--- src/rtl/tfc_pkg.sv ---
`default_nettype none

package tfc_pkg;

  localparam int unsigned WordCount = 8;

  typedef enum logic [2:0] {
    VtString      = 3'd0,
    VtBool        = 3'd1,
    VtFloat       = 3'd2,
    VtSignedInt   = 3'd3,
    VtUnsignedInt = 3'd4
  } value_type_e;

  typedef struct packed {
    logic [7:0] char_code;
    logic       last_char;
    logic       empty_field;
  } in_item_t;

  localparam logic [7:0] ChPlus  = 8'h2b;
  localparam logic [7:0] ChMinus = 8'h2d;
  localparam logic [7:0] ChDot   = 8'h2e;
  localparam logic [7:0] ChExpLo = 8'h65;
  localparam logic [7:0] ChExpUp = 8'h45;
  localparam logic [7:0] ChZero  = 8'h30;
  localparam logic [7:0] ChNine  = 8'h39;
  localparam logic [7:0] ChUpA   = 8'h41;
  localparam logic [7:0] ChUpZ   = 8'h5a;
  localparam logic [7:0] CaseGap = 8'h20;

  // Length of each boolean word.
  function automatic logic [2:0] word_len(input logic [2:0] k);
    logic [2:0] len;
    case (k)
      3'd0:    len = 3'd4;
      3'd1:    len = 3'd5;
      3'd2:    len = 3'd1;
      3'd3:    len = 3'd1;
      3'd4:    len = 3'd3;
      3'd5:    len = 3'd2;
      3'd6:    len = 3'd3;
      default: len = 3'd2;
    endcase
    return len;
  endfunction

  // Character of a boolean word at a position; lowest byte is the first character.
  function automatic logic [7:0] word_char(input logic [2:0] k, input logic [2:0] pos);
    logic [7:0][7:0] chars;
    case (k)
      3'd0:    chars = {24'h0, 8'h00, "e", "u", "r", "t"};
      3'd1:    chars = {24'h0, "e", "s", "l", "a", "f"};
      3'd2:    chars = {24'h0, 8'h00, 8'h00, 8'h00, 8'h00, "1"};
      3'd3:    chars = {24'h0, 8'h00, 8'h00, 8'h00, 8'h00, "0"};
      3'd4:    chars = {24'h0, 8'h00, 8'h00, "s", "e", "y"};
      3'd5:    chars = {24'h0, 8'h00, 8'h00, 8'h00, "o", "n"};
      3'd6:    chars = {24'h0, 8'h00, 8'h00, "f", "f", "o"};
      default: chars = {24'h0, 8'h00, 8'h00, 8'h00, "n", "o"};
    endcase
    return chars[pos];
  endfunction

endpackage

`default_nettype wire

--- src/rtl/tfc_if.sv ---
`default_nettype none

interface tfc_in_if;
  logic       valid;
  logic       ready;
  logic [7:0] char_code;
  logic       last_char;
  logic       empty_field;

  modport source (output valid, output char_code, output last_char, output empty_field,
                  input ready);
  modport sink (input valid, input char_code, input last_char, input empty_field,
                output ready);
endinterface

interface tfc_out_if;
  logic       valid;
  logic       ready;
  logic [2:0] value_type;

  modport source (output valid, output value_type, input ready);
  modport sink (input valid, input value_type, output ready);
endinterface

`default_nettype wire

--- src/rtl/tfc_in_reg.sv ---
`default_nettype none

module tfc_in_reg
  import tfc_pkg::*;
(
  input  wire logic     clk_i,
  input  wire logic     rst_ni,
  tfc_in_if.sink        in_i,
  output logic          item_valid_o,
  output in_item_t      item_o,
  input  wire logic     item_ready_i
);

  logic     valid_q;
  logic     valid_d;
  in_item_t item_q;
  logic     load;

  assign in_i.ready = !valid_q || item_ready_i;
  assign load       = in_i.valid && in_i.ready;

  always_comb begin
    valid_d = valid_q;
    if (load) begin
      valid_d = 1'b1;
    end else if (item_ready_i) begin
      valid_d = 1'b0;
    end
  end

  always_ff @(posedge clk_i or negedge rst_ni) begin
    if (!rst_ni) begin
      valid_q <= 1'b0;
    end else begin
      valid_q <= valid_d;
    end
  end

  always_ff @(posedge clk_i) begin
    if (load) begin
      item_q <= '{char_code: in_i.char_code, last_char: in_i.last_char,
                  empty_field: in_i.empty_field};
    end
  end

  assign item_valid_o = valid_q;
  assign item_o       = item_q;

endmodule

`default_nettype wire

--- src/rtl/tfc_classify.sv ---
`default_nettype none

module tfc_classify
  import tfc_pkg::*;
(
  input  wire logic     clk_i,
  input  wire logic     rst_ni,
  input  wire logic     item_valid_i,
  input  wire in_item_t item_i,
  output logic          item_ready_o,
  tfc_out_if.source     out_o
);

  logic [2:0]           pos_q, pos_d;
  logic [WordCount-1:0] mask_q, mask_d;
  logic                 lead_sign_q, lead_sign_d;
  logic                 lead_minus_q, lead_minus_d;
  logic                 dot_q, dot_d;
  logic                 exp_q, exp_d;
  logic                 mant_dig_q, mant_dig_d;
  logic                 exp_sign_ok_q, exp_sign_ok_d;
  logic                 exp_dig_q, exp_dig_d;
  logic                 invalid_q, invalid_d;
  logic                 out_valid_q, out_valid_d;
  value_type_e          code_q, code_d;

  logic [7:0]           c;
  logic [7:0]           low;
  logic                 is_digit;
  logic                 is_sign;
  logic                 bool_hit;
  logic                 ends_field;
  logic                 fire;

  assign c          = item_i.char_code;
  assign low        = (c >= ChUpA && c <= ChUpZ) ? c + CaseGap : c;
  assign is_digit   = (c >= ChZero) && (c <= ChNine);
  assign is_sign    = (c == ChPlus) || (c == ChMinus);
  assign ends_field = item_i.last_char || item_i.empty_field;

  // A byte waits only when it ends the field and a result still waits in the output register.
  assign item_ready_o = !ends_field || !out_valid_q || out_o.ready;
  assign fire         = item_valid_i && item_ready_o;

  always_comb begin
    pos_d         = pos_q;
    mask_d        = mask_q;
    lead_sign_d   = lead_sign_q;
    lead_minus_d  = lead_minus_q;
    dot_d         = dot_q;
    exp_d         = exp_q;
    mant_dig_d    = mant_dig_q;
    exp_sign_ok_d = exp_sign_ok_q;
    exp_dig_d     = exp_dig_q;
    invalid_d     = invalid_q;
    out_valid_d   = out_valid_q && !out_o.ready;
    code_d        = code_q;
    bool_hit      = 1'b0;

    for (int k = 0; k < WordCount; k++) begin
      if (mask_q[k] && (pos_q < word_len(3'(k))) && (low == word_char(3'(k), pos_q))) begin
        if (pos_q + 3'd1 == word_len(3'(k))) begin
          bool_hit = 1'b1;
        end
      end else begin
        mask_d[k] = 1'b0;
      end
    end

    if (pos_q == 3'd0 && is_sign) begin
      lead_sign_d  = 1'b1;
      lead_minus_d = (c == ChMinus);
    end else if (exp_sign_ok_q && is_sign) begin
      exp_sign_ok_d = 1'b0;
    end else begin
      exp_sign_ok_d = 1'b0;
      if (c == ChDot) begin
        if (dot_q || exp_q) begin
          invalid_d = 1'b1;
        end
        dot_d = 1'b1;
      end else if (c == ChExpLo || c == ChExpUp) begin
        if (exp_q || !mant_dig_q) begin
          invalid_d = 1'b1;
        end
        exp_d         = 1'b1;
        exp_sign_ok_d = 1'b1;
      end else if (is_digit) begin
        if (exp_q) begin
          exp_dig_d = 1'b1;
        end else begin
          mant_dig_d = 1'b1;
        end
      end else begin
        invalid_d = 1'b1;
      end
    end

    if (pos_q != 3'd7) begin
      pos_d = pos_q + 3'd1;
    end

    if (bool_hit) begin
      code_d = VtBool;
    end else if (invalid_d || (exp_d && !exp_dig_d)) begin
      code_d = VtString;
    end else if (dot_d || exp_d) begin
      code_d = VtFloat;
    end else if (lead_sign_d && lead_minus_d) begin
      code_d = VtSignedInt;
    end else begin
      code_d = VtUnsignedInt;
    end

    if (item_i.empty_field) begin
      code_d = VtString;
    end

    if (!fire) begin
      pos_d         = pos_q;
      mask_d        = mask_q;
      lead_sign_d   = lead_sign_q;
      lead_minus_d  = lead_minus_q;
      dot_d         = dot_q;
      exp_d         = exp_q;
      mant_dig_d    = mant_dig_q;
      exp_sign_ok_d = exp_sign_ok_q;
      exp_dig_d     = exp_dig_q;
      invalid_d     = invalid_q;
      code_d        = code_q;
    end else if (ends_field) begin
      // The field is complete, so every flag goes back to its start value.
      pos_d         = 3'd0;
      mask_d        = '1;
      lead_sign_d   = 1'b0;
      lead_minus_d  = 1'b0;
      dot_d         = 1'b0;
      exp_d         = 1'b0;
      mant_dig_d    = 1'b0;
      exp_sign_ok_d = 1'b0;
      exp_dig_d     = 1'b0;
      invalid_d     = 1'b0;
      out_valid_d   = 1'b1;
    end else begin
      code_d = code_q;
    end
  end

  always_ff @(posedge clk_i or negedge rst_ni) begin
    if (!rst_ni) begin
      pos_q         <= 3'd0;
      mask_q        <= '1;
      lead_sign_q   <= 1'b0;
      lead_minus_q  <= 1'b0;
      dot_q         <= 1'b0;
      exp_q         <= 1'b0;
      mant_dig_q    <= 1'b0;
      exp_sign_ok_q <= 1'b0;
      exp_dig_q     <= 1'b0;
      invalid_q     <= 1'b0;
      out_valid_q   <= 1'b0;
    end else begin
      pos_q         <= pos_d;
      mask_q        <= mask_d;
      lead_sign_q   <= lead_sign_d;
      lead_minus_q  <= lead_minus_d;
      dot_q         <= dot_d;
      exp_q         <= exp_d;
      mant_dig_q    <= mant_dig_d;
      exp_sign_ok_q <= exp_sign_ok_d;
      exp_dig_q     <= exp_dig_d;
      invalid_q     <= invalid_d;
      out_valid_q   <= out_valid_d;
    end
  end

  always_ff @(posedge clk_i) begin
    code_q <= code_d;
  end

  assign out_o.valid      = out_valid_q;
  assign out_o.value_type = code_q;

endmodule

`default_nettype wire

--- src/rtl/text_field_type_classifier.sv ---
`default_nettype none
// Text field type classifier.
// The input channel carries one byte of a text field per transaction, with
// last_char marking the field's final byte and empty_field standing for a
// whole field of length zero. The output channel carries one value_type code
// per field: string, bool, float, signed int or unsigned int.
// Path: a byte accepted by the input channel is held in the input register,
// classified from there, and its result (if it ends a field) is captured in
// the output register, which drives the output channel.
// Throughput: one byte per cycle unless held as below; per-byte work is a flag
// update and an eight-word comparison between input and result registers.
// When the receiver stalls, the result stays in the output register and
// bytes that do not end a field keep flowing; a byte that ends a field waits
// in the input register until the result ahead of it is taken.
// Reset clears both valid bits and returns the field state to its start, so
// any partly received field is dropped.
module text_field_type_classifier
  import tfc_pkg::*;
(
  input  wire logic clk_i,
  input  wire logic rst_ni,
  tfc_in_if.sink    in_i,
  tfc_out_if.source out_o
);

  logic     item_valid;
  logic     item_ready;
  in_item_t item;

  tfc_in_reg u_in_reg (
    .clk_i        (clk_i),
    .rst_ni       (rst_ni),
    .in_i         (in_i),
    .item_valid_o (item_valid),
    .item_o       (item),
    .item_ready_i (item_ready)
  );

  tfc_classify u_classify (
    .clk_i        (clk_i),
    .rst_ni       (rst_ni),
    .item_valid_i (item_valid),
    .item_i       (item),
    .item_ready_o (item_ready),
    .out_o        (out_o)
  );

`ifndef SYNTHESIS
  a_code_range: assert property (@(posedge clk_i) disable iff (!rst_ni)
    out_o.valid |-> (out_o.value_type <= 3'd4))
    else $error("value_type code out of range");

  a_empty_gives_string: assert property (@(posedge clk_i) disable iff (!rst_ni)
    (item_valid && item_ready && item.empty_field) |=>
      (out_o.valid && out_o.value_type == VtString))
    else $error("empty field did not give a string result");

  a_stall_only_when_full: assert property (@(posedge clk_i) disable iff (!rst_ni)
    (item_valid && !item_ready) |-> (out_o.valid && !out_o.ready))
    else $error("classifier stalled with a free output register");
`endif

endmodule

`default_nettype wire

--- src/flat_wrapper.sv ---
// flat-port wrapper written by rule: the top's interface ports become plain ports
module text_field_type_classifier_flat import tfc_pkg::*;
  (clk_i, rst_ni, in_i_valid, in_i_char_code, in_i_last_char, in_i_empty_field, in_i_ready, out_o_valid, out_o_value_type, out_o_ready);
  tfc_in_if in_i_i ();
  tfc_out_if out_o_i ();
  input  wire logic clk_i;
  input  wire logic rst_ni;
  input wire logic [$bits(in_i_i.valid)-1:0] in_i_valid;
  input wire logic [$bits(in_i_i.char_code)-1:0] in_i_char_code;
  input wire logic [$bits(in_i_i.last_char)-1:0] in_i_last_char;
  input wire logic [$bits(in_i_i.empty_field)-1:0] in_i_empty_field;
  output wire logic [$bits(in_i_i.ready)-1:0] in_i_ready;
  output wire logic [$bits(out_o_i.valid)-1:0] out_o_valid;
  output wire logic [$bits(out_o_i.value_type)-1:0] out_o_value_type;
  input wire logic [$bits(out_o_i.ready)-1:0] out_o_ready;
  assign in_i_i.valid = in_i_valid;
  assign in_i_i.char_code = in_i_char_code;
  assign in_i_i.last_char = in_i_last_char;
  assign in_i_i.empty_field = in_i_empty_field;
  assign in_i_ready = in_i_i.ready;
  assign out_o_valid = out_o_i.valid;
  assign out_o_value_type = out_o_i.value_type;
  assign out_o_i.ready = out_o_ready;
  text_field_type_classifier u_core (.clk_i(clk_i), .rst_ni(rst_ni), .in_i(in_i_i), .out_o(out_o_i));
endmodule
--- config.mk ---
export PLATFORM = sky130hd
export DESIGN_NAME = text_field_type_classifier_flat
export DESIGN_NICKNAME = d
export VERILOG_FILES = /design/src/rtl/tfc_pkg.sv /design/src/rtl/tfc_if.sv /design/src/rtl/tfc_in_reg.sv /design/src/rtl/tfc_classify.sv /design/src/rtl/text_field_type_classifier.sv /design/src/flat_wrapper.sv
export SDC_FILE = /design/constraint.sdc
export NUM_CORES = 1
export LEC_CHECK = 0
export ABC_CLOCK_PERIOD_IN_PS = 6800
export BUFFER_PORTS_ARGS = -buffer_cell sky130_fd_sc_hd__buf_4
export CELL_PAD_IN_SITES_DETAIL_PLACEMENT = 1
export CELL_PAD_IN_SITES_GLOBAL_PLACEMENT = 1
export CORE_UTILIZATION = 50
export DETAILED_ROUTE_END_ITERATION = 10
export PLACE_DENSITY_LB_ADDON = 0.08
export SYNTH_ARGS = -nofsm -noshare
export SYNTH_HDL_FRONTEND = slang
export SYNTH_SLANG_ARGS = --single-unit
--- constraint.sdc ---
create_clock -name clk_i -period 6.8 [get_ports clk_i]
set_input_delay 0.68 -clock clk_i [delete_from_list [all_inputs] [get_ports clk_i]]
set_output_delay 0.68 -clock clk_i [all_outputs]
set_load 0.005 [all_outputs]
== Word-level counts from Yosys, hierarchy flattened ==
Memory sizes are Yosys's and may differ from the RTL's.
Index checks and enable logic that the tools add are counted.

* Register bits: 34
* Memory bits (read-only): 512
* Input bits: 14
* Output and inout bits: 5
* Memories kept: 8

* Add/sub/neg operators: 2
* Magnitude comparators: 10
* Equality and inequality tests: 35
* Mux-type cells: 92
* Reduce and logical (&&, ||, !) cells: 59

{| class="wikitable"
|+ Memory list
! memory !! words !! width !! read ports !! clocked after memory_dff !! write ports !! line !! text
|-
| (no name shown) || 8 || 8 || 1 || 0 || 0 || tfc_pkg.sv:61 || <nowiki>return chars[pos];</nowiki>
|-
| (no name shown) || 8 || 8 || 1 || 0 || 0 || tfc_pkg.sv:61 ||
|-
| (no name shown) || 8 || 8 || 1 || 0 || 0 || tfc_pkg.sv:61 ||
|-
| (no name shown) || 8 || 8 || 1 || 0 || 0 || tfc_pkg.sv:61 ||
|-
| (no name shown) || 8 || 8 || 1 || 0 || 0 || tfc_pkg.sv:61 ||
|-
| (no name shown) || 8 || 8 || 1 || 0 || 0 || tfc_pkg.sv:61 ||
|-
| +2 memories || n/a || n/a || n/a || n/a || n/a || n/a ||
|}

{| class="wikitable"
|+ Operator list
! operator !! number
|-
| $mux W8 || 10
|-
| $mux W1 || 70
|-
| $eq A8 B8 Y1 || 8
|-
| $mux W3 || 11
|-
| $logic_and A1 B1 Y1 || 25
|-
| $eq A3 B3 Y1 || 8
|-
| $eq A8 B6 Y1 const B || 3
|-
| $ne A2 B2 Y1 const B || 12
|-
| $reduce_and A2 Y1 || 11
|-
| $eq A8 B7 Y1 const B || 2
|-
| $logic_or A1 B1 Y1 || 10
|-
| $add A8 B6 Y8 const B || 1
|-
| $ge A8 B6 Y1 const B || 1
|-
| $ge A8 B7 Y1 const B || 1
|-
| $le A8 B6 Y1 const B || 1
|-
| $le A8 B7 Y1 const B || 1
|-
| $reduce_and A7 Y1 || 1
|-
| $logic_not A1 Y1 || 6
|-
| $lt A3 B2 Y1 const B || 2
|-
| $lt A3 B3 Y1 const B || 2
|-
| $reduce_bool A2 Y1 || 3
|-
| $lt A3 B4 Y1 const B || 1
|-
| $reduce_or A4 Y1 || 1
|-
| $add A3 B1 Y3 const B || 1
|-
| 6 further kinds || 6
|}

== Longest topological paths before layout ==
* Depth in word-level cells: 24
* Depth in mapped cells: 11
* Gate-level depth less buffers: 10

== Modules after synthesis ==
Synthesis repeated with hierarchy kept, for this count alone.

* Cells, all modules: 259
* Area total of the unflattened synthesis: 2442.3 sq um

{| class="wikitable"
|+ By module, submodules not included
! module !! instances !! cells each !! area an instance (sq um) !! seq. area each (sq um)
|-
| tfc_classify || 1 || 245 || 2088.3 || 600.6
|-
| tfc_in_reg || 1 || 14 || 354.1 || 325.3
|}

== Worst setup path after synthesis ==
No wires, ideal clock.

* Kind: register -> register
* Start point: register u_core.u_classify.pos_q[1]
* End point: register u_core.u_classify.code_q[2] (netlist: u_core.u_classify.out_o.value_type[2]) (data pin)
* Setup time: 0.255 ns
* Arrival time: 2.431 ns
* Required time: 6.545 ns
* Slack: 4.115 ns
* Cell stages (with the launch flop): 11
* Path buffers: 1
* Path through: dfrtp_1 clkbuf_1 inv_1 ha_1 nor2b_1 nand2_1 nor3_1 o311ai_0 or3_1 nor4b_2 and2_1

* Longest elaborated chain between the ends: 20
* Elaborated cells between the ends (all ways): 85
* Those cells by class: add/sub (1); order compare (5); eq/ne (16); mux (31); reduce/logical (24); memory (8)

{| class="wikitable"
|+ Ends and longest elaborated chain
! item !! line !! text
|-
| start, declared || tfc_classify.sv:14 || <nowiki>logic [2:0] pos_q, pos_d;</nowiki>
|-
| start signal, assigned || tfc_classify.sv:163 || <nowiki>pos_q <= pos_d;</nowiki>
|-
| $mem_v2 Z8 W8 || n/a ||
|-
| $mux W8 (not written as such) || tfc_pkg.sv:61 ||
|-
| $eq A8 B8 Y1 || tfc_classify.sv:61 || <nowiki>if (mask_q[k] && (pos_q < word_len(3'(k))) && (low == word_char(3'(k), pos_q))) begin</nowiki>
|-
| $logic_and A1 B1 Y1 || tfc_classify.sv:61 ||
|-
| $mux W1 || tfc_classify.sv:61 ||
|-
| $mux W1 || tfc_classify.sv:62 || <nowiki>if (pos_q + 3'd1 == word_len(3'(k))) begin</nowiki>
|-
| $mux W1 || tfc_classify.sv:61 ||
|-
| $mux W1 || tfc_classify.sv:62 ||
|-
| [4 not listed] || n/a ||
|-
| $mux W1 || tfc_classify.sv:61 ||
|-
| $mux W1 || tfc_classify.sv:62 ||
|-
| $mux W1 || tfc_classify.sv:61 ||
|-
| $mux W1 || tfc_classify.sv:62 ||
|-
| $mux W1 || tfc_classify.sv:61 ||
|-
| $mux W1 || tfc_classify.sv:62 ||
|-
| $mux W1 || tfc_classify.sv:61 ||
|-
| $reduce_or A4 Y1 (no line) || n/a ||
|-
| end signal, assigned || tfc_classify.sv:178 || <nowiki>code_q <= code_d;</nowiki>
|-
| end, declared || tfc_classify.sv:25 || <nowiki>value_type_e code_q, code_d;</nowiki>
|}

Several ways; a longest one is shown, not always the timed one. The select of a mux whose other input is x is not followed.
A chain may end at the register's enable or synchronous reset.

== Worst setup path after layout ==
Same ends and word-level chain as after synthesis.

==> metrics <==
outcome finished, final reports clean; DR pass1 iterations 5; Hold Fails Final Rpt 0; Final Non-Filler Cells 353; TritonCTS clock tree done; antenna viol nets, final 0; ratio of cells with drive above 1 in the final layout 14.3%; CP endpoint kind flip-flop; Syn Inst Count 276; # nets final 311; mux cell area share after synthesis 0.918%; CTS Buffer Depth 2; HPWL after DPL 4990 um; fillers 560; Worst path slowest cell nor2b_1; Port Buffers 18; first-pass GRT wire length 11,300 um; static leakage 1.02 nW; largest net degree at the start of global routing 22; yosys warns 0; Hold Crit Class primary input to asynchronous set/reset pin; PwrDens 204 mW/mm2; Primary FF master, synth edfxtp_1; Clock transition at path regs 0.08 ns; synth unique cells 59; clock skew 0.00738 ns; via count 2,197; largest area contributor in the netlist edfxtp_1; GRT Residual Overflow 0; sequential fraction of the synthesis area 37.8%; Synth Area per Inst 8.89 um2; Final setup violation count 0; final worst slack 3.59 ns; setup TNS 0 ns; VDD IR-drop max 148 uV; Post-DP Area 0.00260 mm2; Relative slew margins 35.2%; Worst EP required 6.84 ns; core region area 0.00472 mm2; Die W 72.0 um; Ant. Diodes 0; flops & latches, synth 34; H-Tree Depth 2; antenna violations before repair 0; FF-to-FF End u_core.u_classify.out_o.value_type[2]; synthesized area 0.00245 mm2; Setup crit start kind flip-flop; Crit Path Class flip-flop to flip-flop; CTS Buf Count 5; vias in the first global route 2,168; Die Span Y 72.0 um; Final Wtd Congestion 0.931; Layout Utilization 56.8%; synth top area cells edfxtp_1 (16%), dfrtp_1 (13%), dfstp_2 (8.6%), ha_1 (6.1%), o21ai_0 (5.1%); die area 0.00519 mm2; Slew @ Worst Pin 0.959 ns; Post-Synth Adder-Cell Area 6.12%; CTS resizes 0; Multi-input gate area 0.00141 mm2; Synth Area in XOR/XNOR 4.64%; Tot GR Track Use 28.8%; Max Slew Vio Count 0; Syn Nets 302; worst-case reg-to-reg path depth 9; Avg WL per Cell 19.3 um; r2r startpoint u_core.u_classify.pos_q[1]; number of setup buffers added after CTS 0; Routed WL 6820 um; family with the most delay on the worst path simple AND/OR/NAND/NOR gates; RSZ-0062 raised after global routing no; compound-gate portion of the synthesized area 20.8%; Placed Cells 345; clk sinks 34; largest family of logic cells by synthesized area simple AND/OR/NAND/NOR gates; Starting Density 51.9%; area grow syn2layout 9.44%; # IOs 19; CP cell instances inv_1, ha_1, nor2b_1, nand2_1, nor3_1, o311ai_0, or3_1, nor4b_2, and2_1; Largest stage delay, worst path 0.52 ns; Vias/cell 6.22; # Max-Cap Violations 0; row cnt 25; Root Buffer clkbuf_8; post-synthesis simple-gate area fraction 24.9%; Final Instance Area 0.00268 mm2; crit path buf inv count 1; Post-synth EDFFs 13; Crit Path Max Fanout 10; CP Data Arrival Time 3.26 ns; hold buffers post-CTS 0; Setup Slack @ Placement 3.69 ns; flop-to-flop setup slack 3.59 ns; fmax 311 MHz; initial drt markers 210; register area 926 um2; top-area cell type share of the netlist area 15.9%; FFs w/ async S/R, synth 61.8%; clk_lat worst skew 0.29 ns; fin crit share 47.3%; drt drc 0; fin crit period 3.21 ns
## per-layer routing
| metal | routed length (um) | global-route usage (%) | up-vias |
|---|---|---|---|
| li1 | - | - | 1033 |
| met3 | 250 | 3.61 | 12 |
| met4 | 129 | 10.0 | 0 |
| met5 | 0 | 0 | - |
| met1 | 3110 | 39.0 | 1092 |
| met2 | 3330 | 47.9 | 60 |
## how the worst max path moves through the flow
| stage | start | endpoint | slack (ns) | depth (start not counted) |
|---|---|---|---|---|
| final | u_core.u_classify.pos_q[1] | u_core.u_classify.out_o.value_type[2] | 3.59 | 9 |
| after global placement | u_core.u_classify.pos_q[1] | u_core.u_classify.out_o.value_type[2] | 3.74 | 9 |
| after global routing | u_core.u_classify.pos_q[1] | u_core.u_classify.out_o.value_type[2] | 3.36 | 9 |
| after detailed placement | u_core.u_classify.pos_q[1] | u_core.u_classify.out_o.value_type[2] | 3.69 | 9 |
| after floorplan | u_core.u_classify.pos_q[1] | u_core.u_classify.out_o.value_type[2] | 4.11 | 10 |
| after CTS | u_core.u_classify.pos_q[1] | u_core.u_classify.out_o.value_type[2] | 3.61 | 9 |
## placed cells by master (no fill, tap or decap), drive strengths merged, types with 9 or more instances in the layout
| master | netlist | routed |
|---|---|---|
| nand2 | 23 | 23 |
| xnor2 | 9 | 9 |
| nand2b | 10 | 10 |
| nand3 | 9 | 9 |
| o21ai | 27 | 27 |
| edfxtp | 13 | 13 |
| a21oi | 14 | 14 |
| dfrtp | 13 | 13 |
| nor2 | 21 | 21 |
| buf | 5 | 18 |
| ha | 12 | 12 |
| nor3 | 10 | 10 |
| inv | 13 | 13 |
## power breakdown
group	internal, mW	switching [mW]	total [mW]
clock network	0.0725	0.0771	0.150
registers	0.239	0.0287	0.267
logic	0.0528	0.0792	0.132
## area by class of cell
cell class | count | area share, %
clock buffer | 7 | 2.84
tap | 67 | 3.12
sequential | 34 | 34.5
inverter | 13 | 1.82
clock inverter | 1 | 0.280
multi-input combinational | 213 | 52.4
timing repair buffer | 18 | 5.03
## flip-flops by register name (all words and copies together) (netlist names), 3 cells and up
| register | count |
|---|---|
| u_core.u_classify.mask_q | 8 |
| u_core.u_classify.out_o.value_type | 3 |
| u_core.u_classify.pos_q | 3 |
| u_core.u_in_reg.item_o | 10 |
## metrics by stage
step / power, mW / hold slack (ns)
after floorplan: 0.354 / 0.384
after global placement: 0.397 / 0.450
after detailed placement: 0.400 / 0.455
after CTS: 0.551 / 0.271
after global routing: 0.577 / 0.281
final: 0.549 / 0.263
## cells by family (layout without fill, tap and decap cells)
group | count (synthesis) | after routing
AO/OA/AOI/OAI | 76 | 76
AND/OR/NAND/NOR | 110 | 110
adder cells (fa/ha/maj) | 12 | 12
buffers and inverters | 29 | 39
multiplexers | 2 | 2
flip-flops | 34 | 34
XOR/XNOR | 13 | 13
## worst reg2reg max path, delay by kind of cell (launching register included)
kind | cells | cell delay (ns)
and+or+nand+nor | 6 | 1.68
buffers and inverters | 1 | 0.20
DFF | 1 | 0.51
AOI/OAI and AO/OA | 1 | 0.25
adders and majority gates | 1 | 0.33
## Yosys cell counts, types with 2 or more instances
library cell and instances:
and3_1 2, xnor2_1 9, inv_1 13, dfstp_2 8, and2_1 2, edfxtp_1 13, nor4b_1 4, ha_1 12
o21ai_1 2, xor2_1 4, a22o_1 2, nand2_1 23, clkbuf_1 11, nor4_1 5, nand2b_1 10, or3_4 2
o31ai_1 2, or4_1 4, nor3_1 10, or3_1 4, nand4_1 3, a211oi_1 4, buf_1 3, a211o_1 2
nor2b_1 3, nor2_1 21, o21ai_0 25, dfrtp_1 13, o211ai_1 3, mux2_2 2, nand3_1 9, a31oi_1 6
a21oi_1 14
Note: power is estimated with default switching activity, not from simulation.
